<file path="config.mk">
export PLATFORM = sky130hd
export DESIGN_NAME = quad_span_table_builder_top
export DESIGN_NICKNAME = d
export VERILOG_FILES = /design/src/hw/rtl/qstb_pkg.sv /design/src/hw/rtl/quad_span_table_builder_top.sv /design/src/hw/rtl/qstb_span_mem.sv
export SDC_FILE = /design/constraint.sdc
export NUM_CORES = 2
export LEC_CHECK = 0
export ABC_CLOCK_PERIOD_IN_PS = 12400
export BUFFER_PORTS_ARGS = -buffer_cell sky130_fd_sc_hd__buf_2
export CAP_MARGIN = 10
export CORE_MARGIN = 1.5
export CORE_UTILIZATION = 35
export CTS_BUF_LIST = sky130_fd_sc_hd__clkbuf_2
export DETAILED_ROUTE_END_ITERATION = 6
export PLACE_DENSITY = 0.57
export SLEW_MARGIN = 25
export SYNTH_ARGS = -nofsm -noshare
export SYNTH_HDL_FRONTEND = slang
export SYNTH_HIERARCHICAL = 1
export SYNTH_SLANG_ARGS = --single-unit
</file>
<file path="constraint.sdc">
create_clock -name clk -period 12.4 [get_ports clk]
set_input_delay 2.48 -clock clk [delete_from_list [all_inputs] [get_ports clk]]
set_output_delay 2.48 -clock clk [all_outputs]
set_load 0.05 [all_outputs]
</file>
<file path="src/hw/rtl/qstb_pkg.sv">
// ----------------------------------------------------------------------------
// Quad span table builder package
// Shared constants and item types.
// ----------------------------------------------------------------------------
package qstb_pkg;

  localparam int unsigned CoordBits   = 12;
  localparam int unsigned DefMaxRows  = 64;
  localparam int unsigned OffsetBits  = 6;

  typedef struct packed {
    logic signed [CoordBits-1:0] bl_x;
    logic signed [CoordBits-1:0] bl_y;
    logic signed [CoordBits-1:0] tl_x;
    logic signed [CoordBits-1:0] tl_y;
    logic signed [CoordBits-1:0] tr_x;
    logic signed [CoordBits-1:0] tr_y;
    logic signed [CoordBits-1:0] br_x;
    logic signed [CoordBits-1:0] br_y;
  } quad_t;

  typedef struct packed {
    logic [OffsetBits-1:0]       row_offset;
    logic signed [CoordBits-1:0] row_y;
    logic signed [CoordBits-1:0] span_left;
    logic signed [CoordBits-1:0] span_right;
    logic                        last_row;
    logic                        too_tall;
  } span_t;

endpackage

</file>
<file path="src/hw/rtl/quad_span_table_builder_top.sv">
// ----------------------------------------------------------------------------
// Quad span table builder
// Builds per-row x spans of a quadrilateral by Bresenham edge walks.
// ----------------------------------------------------------------------------
// Usage: the quad channel (quad, quad_valid, quad_stall) takes one item with
// four corners. The block stalls new items until every span item of the
// current quad has been taken on the span channel (span, span_valid,
// span_stall). One span item is sent per row from min y upward, the final
// one with last_row set. A quad taller than MAX_ROWS gives one item with
// too_tall set.
// Sequence: the span memory is cleared row by row, then each edge walk
// reads and then writes the span memory entry of every visited pixel, a
// read-modify-write through the registered memory read, and readout
// then reads the rows one by one (states S_ORD, S_OWAIT, S_OUT).
// Reset returns the controller to idle; the span memory is not cleared.
// When the receiver stalls, the span item holds and readout waits.
// ----------------------------------------------------------------------------
module quad_span_table_builder_top import qstb_pkg::*; #(
  parameter int unsigned MAX_ROWS = DefMaxRows
) (
  input  logic  clk,
  input  logic  rst,
  input  quad_t quad,
  input  logic  quad_valid,
  output logic  quad_stall,
  output span_t span,
  output logic  span_valid,
  input  logic  span_stall
);

  localparam int unsigned AW = $clog2(MAX_ROWS);
  localparam int unsigned CW = CoordBits;

  typedef enum logic [7:0] {
    S_IDLE  = 8'b00000001,
    S_CLEAR = 8'b00000010,
    S_SETUP = 8'b00000100,
    S_RD    = 8'b00001000,
    S_WR    = 8'b00010000,
    S_ORD   = 8'b00100000,
    S_OWAIT = 8'b01000000,
    S_OUT   = 8'b10000000
  } state_t;

  state_t state;
  quad_t  q;
  logic signed [CW:0]   min_y, max_y;
  logic [AW:0]          rows;
  logic [AW:0]          idx;
  logic [1:0]           edge_num;
  logic signed [CW:0]   wx, wy, x1, y1, dx, dy;
  logic signed [CW+2:0] werr;
  logic                 sx, sy;

  logic                 mwe;
  logic [AW-1:0]        mwaddr, mraddr;
  logic signed [CW-1:0] mwl, mwr, mrl, mrr;

  logic signed [CW-1:0] cx [4];
  logic signed [CW-1:0] cy [4];
  logic signed [CW:0]   mn, mx, ht, row_rel;
  logic signed [CW+3:0] e2;
  logic                 row_ok;

  always_comb begin
    cx[0] = q.bl_x; cy[0] = q.bl_y;
    cx[1] = q.tl_x; cy[1] = q.tl_y;
    cx[2] = q.tr_x; cy[2] = q.tr_y;
    cx[3] = q.br_x; cy[3] = q.br_y;
    mn = (CW+1)'(cy[0]);
    mx = (CW+1)'(cy[0]);
    for (int i = 1; i < 4; i++) begin
      if ((CW+1)'(cy[i]) < mn) mn = (CW+1)'(cy[i]);
      if ((CW+1)'(cy[i]) > mx) mx = (CW+1)'(cy[i]);
    end
    ht = max_y - min_y + (CW+1)'(1);
    row_rel = wy - min_y;
    row_ok = (row_rel >= 0) && (row_rel < (CW+1)'(MAX_ROWS));
    e2 = {werr, 1'b0};
  end

  qstb_span_mem #(.MAX_ROWS(MAX_ROWS)) u_mem (
    .clk    (clk),
    .we     (mwe),
    .waddr  (mwaddr),
    .wleft  (mwl),
    .wright (mwr),
    .raddr  (mraddr),
    .rleft  (mrl),
    .rright (mrr)
  );

  always_comb begin
    mwe    = 1'b0;
    mwaddr = idx[AW-1:0];
    mwl    = {1'b0, {(CW-1){1'b1}}};
    mwr    = {1'b1, {(CW-1){1'b0}}};
    mraddr = idx[AW-1:0];
    if (state == S_CLEAR) begin
      mwe = 1'b1;
    end else if (state == S_WR) begin
      mwe    = row_ok;
      mwaddr = row_rel[AW-1:0];
      mwl    = ($signed(wx[CW-1:0]) < mrl) ? $signed(wx[CW-1:0]) : mrl;
      mwr    = ($signed(wx[CW-1:0]) > mrr) ? $signed(wx[CW-1:0]) : mrr;
    end
    if (state == S_RD) begin
      mraddr = row_rel[AW-1:0];
    end
  end

  assign quad_stall = (state != S_IDLE);

  always_ff @(posedge clk) begin
    if (rst) begin
      state      <= S_IDLE;
      span_valid <= 1'b0;
    end else begin
      unique case (state)
        S_IDLE: begin
          if (quad_valid) begin
            q     <= quad;
            state <= S_SETUP;
            idx   <= '0;
            edge_num <= 2'd0;
            rows  <= '0;
          end
        end
        S_SETUP: begin
          // First pass computes the box, the second checks the height and starts the clear, later passes load an edge.
          if (rows == '0 && edge_num == 2'd0 && idx == '0) begin
            min_y <= mn;
            max_y <= mx;
            rows  <= '1;
          end else if (rows == '1 && idx == '0 && edge_num == 2'd0 && !span_valid
                       && state == S_SETUP && max_y - min_y >= (CW+1)'(MAX_ROWS)) begin
            span.row_offset <= '0;
            span.row_y      <= min_y[CW-1:0];
            span.span_left  <= '0;
            span.span_right <= '0;
            span.last_row   <= 1'b1;
            span.too_tall   <= 1'b1;
            span_valid      <= 1'b1;
            state           <= S_OUT;
            rows            <= '0;
          end else if (rows == '1) begin
            rows  <= ht[AW:0];
            idx   <= '0;
            state <= S_CLEAR;
          end else begin
            wx   <= (CW+1)'(cx[edge_num]);
            wy   <= (CW+1)'(cy[edge_num]);
            x1   <= (CW+1)'(cx[edge_num + 2'd1]);
            y1   <= (CW+1)'(cy[edge_num + 2'd1]);
            dx   <= (cx[edge_num+2'd1] > cx[edge_num]) ?
                    (CW+1)'(cx[edge_num+2'd1]) - (CW+1)'(cx[edge_num]) :
                    (CW+1)'(cx[edge_num]) - (CW+1)'(cx[edge_num+2'd1]);
            dy   <= (cy[edge_num+2'd1] > cy[edge_num]) ?
                    (CW+1)'(cy[edge_num+2'd1]) - (CW+1)'(cy[edge_num]) :
                    (CW+1)'(cy[edge_num]) - (CW+1)'(cy[edge_num+2'd1]);
            sx   <= cx[edge_num] < cx[edge_num+2'd1];
            sy   <= cy[edge_num] < cy[edge_num+2'd1];
            werr <= (CW+3)'(((cx[edge_num+2'd1] > cx[edge_num]) ?
                    (CW+1)'(cx[edge_num+2'd1]) - (CW+1)'(cx[edge_num]) :
                    (CW+1)'(cx[edge_num]) - (CW+1)'(cx[edge_num+2'd1])))
                  - (CW+3)'(((cy[edge_num+2'd1] > cy[edge_num]) ?
                    (CW+1)'(cy[edge_num+2'd1]) - (CW+1)'(cy[edge_num]) :
                    (CW+1)'(cy[edge_num]) - (CW+1)'(cy[edge_num+2'd1])));
            state <= S_RD;
          end
        end
        S_CLEAR: begin
          if (idx + (AW+1)'(1) == rows) begin
            idx   <= '1;
            state <= S_SETUP;
          end else begin
            idx <= idx + (AW+1)'(1);
          end
        end
        S_RD: begin
          state <= S_WR;
        end
        S_WR: begin
          if (wx == x1 && wy == y1) begin
            edge_num <= edge_num + 2'd1;
            if (edge_num == 2'd3) begin
              idx   <= '0;
              state <= S_ORD;
            end else begin
              state <= S_SETUP;
            end
          end else begin
            state <= S_RD;
            if (e2 > -(CW+4)'(dy) && e2 < (CW+4)'(dx)) begin
              werr <= werr - (CW+3)'(dy) + (CW+3)'(dx);
            end else if (e2 > -(CW+4)'(dy)) begin
              werr <= werr - (CW+3)'(dy);
            end else if (e2 < (CW+4)'(dx)) begin
              werr <= werr + (CW+3)'(dx);
            end
            if (e2 > -(CW+4)'(dy)) wx <= sx ? wx + (CW+1)'(1) : wx - (CW+1)'(1);
            if (e2 < (CW+4)'(dx))  wy <= sy ? wy + (CW+1)'(1) : wy - (CW+1)'(1);
          end
        end
        S_ORD: begin
          state <= S_OWAIT;
        end
        S_OWAIT: begin
          span.row_offset <= OffsetBits'(idx);
          span.row_y      <= CW'(min_y + (CW+1)'(idx));
          span.span_left  <= mrl;
          span.span_right <= mrr;
          span.last_row   <= (idx + (AW+1)'(1) == rows);
          span.too_tall   <= 1'b0;
          span_valid      <= 1'b1;
          state           <= S_OUT;
        end
        S_OUT: begin
          if (!span_stall) begin
            span_valid <= 1'b0;
            if (span.last_row) begin
              state <= S_IDLE;
            end else begin
              idx   <= idx + (AW+1)'(1);
              state <= S_ORD;
            end
          end
        end
        default: state <= S_IDLE;
      endcase
    end
  end

endmodule

</file>
<file path="src/hw/rtl/qstb_span_mem.sv">
// ----------------------------------------------------------------------------
// Quad span table memory
// One span store of left and right values per row, with registered read.
// ----------------------------------------------------------------------------
module qstb_span_mem import qstb_pkg::*; #(
  parameter int unsigned MAX_ROWS = DefMaxRows
) (
  input  logic                          clk,
  input  logic                          we,
  input  logic [$clog2(MAX_ROWS)-1:0]   waddr,
  input  logic signed [CoordBits-1:0]   wleft,
  input  logic signed [CoordBits-1:0]   wright,
  input  logic [$clog2(MAX_ROWS)-1:0]   raddr,
  output logic signed [CoordBits-1:0]   rleft,
  output logic signed [CoordBits-1:0]   rright
);

  logic [2*CoordBits-1:0] mem [MAX_ROWS];
  logic [2*CoordBits-1:0] rdata;

  always_ff @(posedge clk) begin
    if (we) begin
      mem[waddr] <= {wleft, wright};
    end
    rdata <= mem[raddr];
  end

  assign rleft  = rdata[2*CoordBits-1:CoordBits];
  assign rright = rdata[CoordBits-1:0];

endmodule
</file>
# ---- After elaboration in Yosys (flattened, before gate mapping)
# Memory sizes are Yosys's and may differ from the RTL's. A register that Yosys moved wholly into a read port is not among the register bits.
# Cells that the tools add are included.
dict set report op_classes {
  n_addsub 24
  n_mul 0
  div 0
  magnitude_cmp 19
  n_eq_ne 30
  shifts 0
  muxes 91
  n_bitwise 6
  n_reduce_logical 32
}
# cell n
set ops {}
lappend ops {{$mux 13} 20}
lappend ops {{$mux 12} 14}
lappend ops {{$mux 15} 9}
lappend ops {{$sub 12x12->13} 8}
lappend ops {{$bmux 12 s2} 4}
lappend ops {{$mux 44} 2}
lappend ops {{$pmux 44 s2} 1}
lappend ops {{$mux 7} 12}
lappend ops {{$pmux 8 s8} 1}
lappend ops {{$pmux 13 s2} 2}
lappend ops {{$gt 12x12->1} 4}
lappend ops {{$lt 12x12->1} 4}
lappend ops {{$mux 8} 6}
lappend ops {{$pmux 7 s5} 1}
lappend ops {{$add 15x13->15} 2}
lappend ops {{$mux 6} 5}
lappend ops {{$pmux 15 s2} 1}
lappend ops {{$add 13x2->13 const B} 2}
lappend ops {{$eq 13x12->1} 2}
lappend ops {{$gt 12x13->1} 2}
lappend ops {{$lt 12x13->1} 2}
lappend ops {{$sub 13x13->13} 2}
lappend ops {{$sub 13x2->13 const B} 2}
lappend ops {{$reduce_and 7->1} 3}
lappend ops {{other kinds (49)} 91}
dict set report totals {
  reg_bits 284
  latchBits 0
  ramBits 1536
  mem_bits_ro 0
  inputBits 100
  output_inout_bits 46
  elab_cells 233
  memories 1
}
# memory words width rd rd_ports_with_merged_regs wr line
set memory_table {}
lappend memory_table {u_mem.mem 64 24 1 1 1 qstb_span_mem.sv:18} ;# logic [2*CoordBits-1:0] mem [MAX_ROWS];

# ---- Depth between registers and ports, before layout
dict set report depth {
  word_depth 12
  depth_mapped 37
  depth_no_buf 31
}

# ---- By module
# The synthesis kept the hierarchy.
# mod n_inst cells_per_inst area_each_um2 seq_area_each_um2
set by_module_without_submodules {}
lappend by_module_without_submodules {qstb_span_mem 1 2611 59330.7 46604.7}
lappend by_module_without_submodules {quad_span_table_builder_top 1 2237 22610.4 8378.0}

# ---- Worst setup path after synthesis
# No wires, ideal clock.
dict set report synth_timing {
  path_kind {register to register}
  start {reg edge_num[0]}
  end {reg werr[13], data pin}
  setup_ns 0.169
  arrival_time_ns 8.258
  required_ns 12.231
  slack_ns 3.973
  stages_incl_launch_ff 35
  n_path_buf 7
  period_less_slack_ns 8.427
  path_cell_list {edfxtp_1 -> clkbuf_1 -> clkbuf_1 -> buf_1 -> inv_1 -> ha_1 -> clkbuf_1 -> buf_1 -> clkbuf_1 -> mux4_2 -> inv_1 -> ha_1 -> a21o_1 -> a21o_1 -> a21oi_1 -> a21boi_0 -> o21bai_1 -> a211o_1 -> a31oi_1 -> clkbuf_1 -> mux2_2 -> ha_1 -> nor2b_1 -> o21ai_0 -> a21oi_1 -> o21ai_0 -> nand2_1 -> a21oi_1 -> o21ai_0 -> a21o_1 -> a21oi_1 -> o21ai_0 -> a2111oi_0 -> o21ai_0 -> o31ai_1}
}
dict set report synth_between {
  elab_chain_cells 12
  word_cells_on_any_way 28
  cone_classes {add/sub: 6; order compare: 2; mux: 18; bitwise: 2}
}
# item line
set synth_rtl {}
lappend synth_rtl {{start, declared} quad_span_table_builder_top.sv:50} ;# logic [1:0] edge_num;
lappend synth_rtl {{start signal, assigned} quad_span_table_builder_top.sv:185} ;# edge_num <= edge_num + 2'd1;
lappend synth_rtl {{$add 2x1->2} -}
lappend synth_rtl {{$not 2->3 (implied by the code)} -}
lappend synth_rtl {{$bmux 12 s2, on equally long branches} -}
lappend synth_rtl {{$mux 12, on equally long branches (2 in series)} -}
lappend synth_rtl {{$sub 12x12->13, or another cell as far along} quad_span_table_builder_top.sv:165} ;# (CW+1)'(cx[edge_num]) - (CW+1)'(cx[edge_num+2'd1])))
lappend synth_rtl {{$mux 15, on equally long branches} {quad_span_table_builder_top.sv:163, quad_span_table_builder_top.sv:166}}
lappend synth_rtl {{$sub 15x15->15 *} quad_span_table_builder_top.sv:166} ;# - (CW+3)'(((cy[edge_num+2'd1] > cy[edge_num]) ?
lappend synth_rtl {{$mux 15 *} quad_span_table_builder_top.sv:146} ;# end else if (rows == '1) begin
lappend synth_rtl {{$mux 15 *} quad_span_table_builder_top.sv:135} ;# end else if (rows == '1 && idx == '0 && edge_num == 2'd0 && !span_valid
lappend synth_rtl {{$mux 15 *} quad_span_table_builder_top.sv:131} ;# if (rows == '0 && edge_num == 2'd0 && idx == '0) begin
lappend synth_rtl {{$pmux 15 s2 *} quad_span_table_builder_top.sv:119} ;# unique case (state)
lappend synth_rtl {{end signal, assigned} quad_span_table_builder_top.sv:163} ;# werr <= (CW+3)'(((cx[edge_num+2'd1] > cx[edge_num]) ?
lappend synth_rtl {{end signal, assigned} quad_span_table_builder_top.sv:195} ;# werr <= werr - (CW+3)'(dy) + (CW+3)'(dx);
lappend synth_rtl {{end signal, assigned} quad_span_table_builder_top.sv:197} ;# werr <= werr - (CW+3)'(dy);
lappend synth_rtl {{end, declared} quad_span_table_builder_top.sv:52} ;# logic signed [CW+2:0] werr;
# Mark *: on every way between the ends. The rest lies on a longest branch, timed or not. The select of a mux whose other input is x is not followed.
# A chain may end at the register's enable or synchronous reset.

# ---- Final worst setup path
dict set report layout_timing {
  start {reg q (netlist bit cy[27])}
  end {reg max_y[0], data pin}
}
dict set report layout_between {
  elab_chain_cells 6
}
# item line
set layout_rtl {}
lappend layout_rtl {{start, declared} quad_span_table_builder_top.sv:46} ;# quad_t q;
lappend layout_rtl {{start signal, assigned} quad_span_table_builder_top.sv:122} ;# q <= quad;
lappend layout_rtl {{$gt 12x12->1} quad_span_table_builder_top.sv:74} ;# if ((CW+1)'(cy[i]) > mx) mx = (CW+1)'(cy[i]);
lappend layout_rtl {{$mux 13 *} quad_span_table_builder_top.sv:74}
lappend layout_rtl {{$gt 12x13->1} quad_span_table_builder_top.sv:74}
lappend layout_rtl {{$mux 13 *} quad_span_table_builder_top.sv:74}
lappend layout_rtl {{$gt 12x13->1} quad_span_table_builder_top.sv:74}
lappend layout_rtl {{$mux 13 *} quad_span_table_builder_top.sv:74}
lappend layout_rtl {{net mx[0]} quad_span_table_builder_top.sv:61} ;# logic signed [CW:0] mn, mx, ht, row_rel;
lappend layout_rtl {{end signal, assigned} quad_span_table_builder_top.sv:133} ;# max_y <= mx;
lappend layout_rtl {{end, declared} quad_span_table_builder_top.sv:47} ;# logic signed [CW:0] min_y, max_y;
# The timed path passes the listed nets; every way through them passes the cells marked *.

==> summary.txt <==
Run status
  – Status: complete, no violations

Timing
  – Fin Clk Skew: 0.240 ns
  – Fmax achieved: 135 MHz
  – Final period utilization: 59.9%
  – Fin. Hold Viols: 0
  – Min cycle time layout: 7.43 ns
  – Least-Margin Pin Slew: 1.17 ns
  – Final setup TNS: 0 ns
  – Slew HR: 22.2%
  – Fin. max-slew vios: 0
  – Final setup violation count: 0
  – RSZ-0062 raised after global routing: false

Setup path
  – Critical Path AT: 8.94 ns
  – Most frequent CP cell: a21oi_1
  – Buf/Inv on CP: 0
  – Critical Setup Path Class: flip-flop to flip-flop
  – Slowest CP cell: nor3_4
  – Worst EP required: 13.90 ns
  – Critical path launch point type: flip-flop
  – Crit. End Element: flip-flop
  – Critical path's largest stage delay: 0.59 ns
  – CP Max Fanout: 16
  – CP delay by family, top: compound AO/OA/AOI/OAI gates

Floorplanning
  – Die height: 487 um
  – Num ports: 146
  – Initial core utilization: 35.2%
  – DIE AREA: 237000 um^2
  – Row cnt: 177
  – Die W: 487 um
  – Placeable Area: 233000 um^2

Yosys
  – Yosys warnings: 6
  – Synth Instances: 4848
  – Commonest cells post-synth: 1809 x edfxtp_1, 404 x mux4_2, 275 x ha_1, 263 x inv_1, 206 x nor2_1
  – Post-synthesis sequential area ratio: 67.1%
  – Mean Syn Cell Area: 16.9 um^2
  – Post-synth EDFFs: 1809
  – Count leader, synth: edfxtp_1
  – Share of the synthesized area in the top cell type: 66.3%
  – Dominant cell type by area after synthesis: edfxtp_1
  – Yosys cell types: 86
  – Main synth FF type: edfxtp_1
  – Syn_nets: 5240
  – Post-Syn Area: 81900 um^2
  – #FFs+latches synth: 1842
  – Ranking of synthesized cells by area: edfxtp_1 66%, mux4_2 11%, ha_1 4.2%
  – Async set-reset flop share out of synthesis: 0%

Clock tree
  – CTS tree: yes
  – Post-CTS setup repair buffer count: 0
  – TritonCTS buffer count: 473
  – Root Buffer: clkbuf_2
  – Post-CTS Resized: 0
  – Clk_lat worst skew: 1.90 ns
  – Clock sink count: 1842
  – Buffer depth of the longest clock path: 4
  – Worst-path clk slew: 0.12 ns
  – Hold_buf cts: 0
  – CTS H-tree lvls: 5

Power and ir drop
  – Power Density: 175 nW/um^2
  – Pint: 10.4 mW
  – Gate power share: 30.0%
  – Peak supply drop: 0.137 mV
  – Switching Fraction: 34.9%
  – Part of the power in registers: 45.3%
  – Clock network fraction of design power: 24.7%
  – Leak: 31.9 nW
  – NetSw: 5.55 mW

Global route
  – Number of global-route vias before repair: 48329
  – Initial antenna violation count: 13
  – Remaining global-route overflow: 0
  – Largest net degree at the start of global routing: 130
  – GRT Total Usage: 19.1%
  – First-pass GRT wire length: 332 mm

Placement
  – Hpwl dp: 144 mm
  – Final Wtd Congestion: 0.884
  – PortBufs: 145
  – Post-Place Cells: 8056

Cells and area
  – Layout cells sized above 1: 27.5%
  – FF+latch area: 55000 um^2
  – Area Overhead vs Synth: 11.1%
  – Multi-input gate area: 25400 um^2
  – Final net count: 5794
  – Fillers: 21641
  – Post-route insts no fill: 8848

Routing
  – Vias per inst: 5.33
  – Number of remaining DRC errors: 0
  – Routed Wire Length: 228 mm
  – First drt pass iteration count: 5
  – Routed len/inst: 25.8 um
  – ANT nets after route: 0
  – Via count: 47195
  – DR iter-0 viols: 4503

Flow run
  – Max_cap viols: 0

Worst hold path
  – Worst Hold Class: flip-flop to flip-flop
-- tightest hold or removal path, cell delays in order, from the launching register on --
cell and delay (ns):
dfxtp_1 0.32, inv_1 0.09, nor2_1 0.05
-- cell usage in the layout (no fill, tap or decap), types with 13 or more instances in the layout --
master	instances
dfxtp_1	33
buf_2	148
clkinv_1	98
o22ai_1	44
and2_1	16
inv_1	263
xor2_1	52
fa_1	17
buf_4	133
o21ai_0	164
a21oi_4	13
mux2i_1	176
nand2_1	176
mux2_2	53
a22oi_1	41
nor2_2	69
or2_2	13
clkbuf_2	657
mux4_2	404
o211ai_1	15
nor3_1	32
nand3_1	91
nand2b_1	20
a31oi_1	19
nand4_1	21
and3_1	14
a221oi_1	53
nor2_1	132
nor2b_1	37
clkinv_2	16
a21oi_1	141
edfxtp_1	1809
a21boi_0	18
nand3b_1	15
ha_1	275
o21a_1	36
o21bai_1	29
xnor2_1	105
a21o_1	66
-- sequential cells by signal, indices dropped and copies added (netlist names), 13 cells and up --
signal,cells
werr,15
dy,13
cx,48
wx,13
span,44
cy,48
u_mem/mem,1536
dx,13
u_mem/rdata,24
wy,13
-- path summary, 6_finish.rpt --
kind                                  to  slack [ns]           start  cells past startpoint
worst max-delay path            max_y[0]        4.97          cy[27]                     28
worst min-delay path            span[10]        0.53  u_mem/rdata[8]                      2
worst max register to register  max_y[0]        4.97          cy[27]                     28
worst min register to register  span[10]        0.53  u_mem/rdata[8]                      2
-- stage by stage --
stage / power (mW) / hold WS [ns] / area (um^2) / util (%) / setup slack (ns)
floorplan: 10.7 / 0.483 / 81900 / - / 3.97
global placement: 12.1 / 0.495 / 87000 / 37.4 / 4.66
detailed placement: 12.1 / 0.509 / 87100 / 37.4 / 5.10
CTS: 16.1 / 0.505 / 91000 / 39.1 / 5.02
global route: 16.8 / 0.567 / 91000 / 39.1 / 4.53
finish: 15.9 / 0.528 / 91000 / 39.1 / 4.97
-- logic make-up after synthesis --
logic type	share of synthesized area [%]
buffers and inverters	2.53
AOI/OAI and AO/OA	5.92
and+or+nand+nor	4.08
adders and majority gates	4.64
DFF	67.1
xor gates and xnor gates	1.68
muxes	14.1
-- metal layers --
layer | vias up | routed length (um) | global-route usage (%)
met4 | 2 | 6830 | 6.64
met5 | - | 13 | 0
met1 | 24356 | 99100 | 26.4
met2 | 1826 | 106000 | 30.1
li1 | 20622 | - | -
met3 | 389 | 16300 | 3.80
-- area by class of cell --
type                       instances  area share, %
sequential                      1842           60.4
multi-input combinational       2530           27.9
tap                             3132           4.30
clock buffer                     656           3.61
timing repair buffer             288           2.06
inverter                         267           1.10
clock inverter                   124          0.634
antenna                            9         0.0247
-- power by group through the flow --
stage / registers [mW] / logic [mW] / clock network [mW]
CTS: 7.20 / 4.79 / 4.07
detailed placement: 7.34 / 4.76 / 0
finish: 7.20 / 4.78 / 3.92
global placement: 7.34 / 4.73 / 0
global route: 7.22 / 5.24 / 4.38
floorplan: 7.27 / 3.39 / 0
No activity file was read; power rests on OpenSTA's default activity.
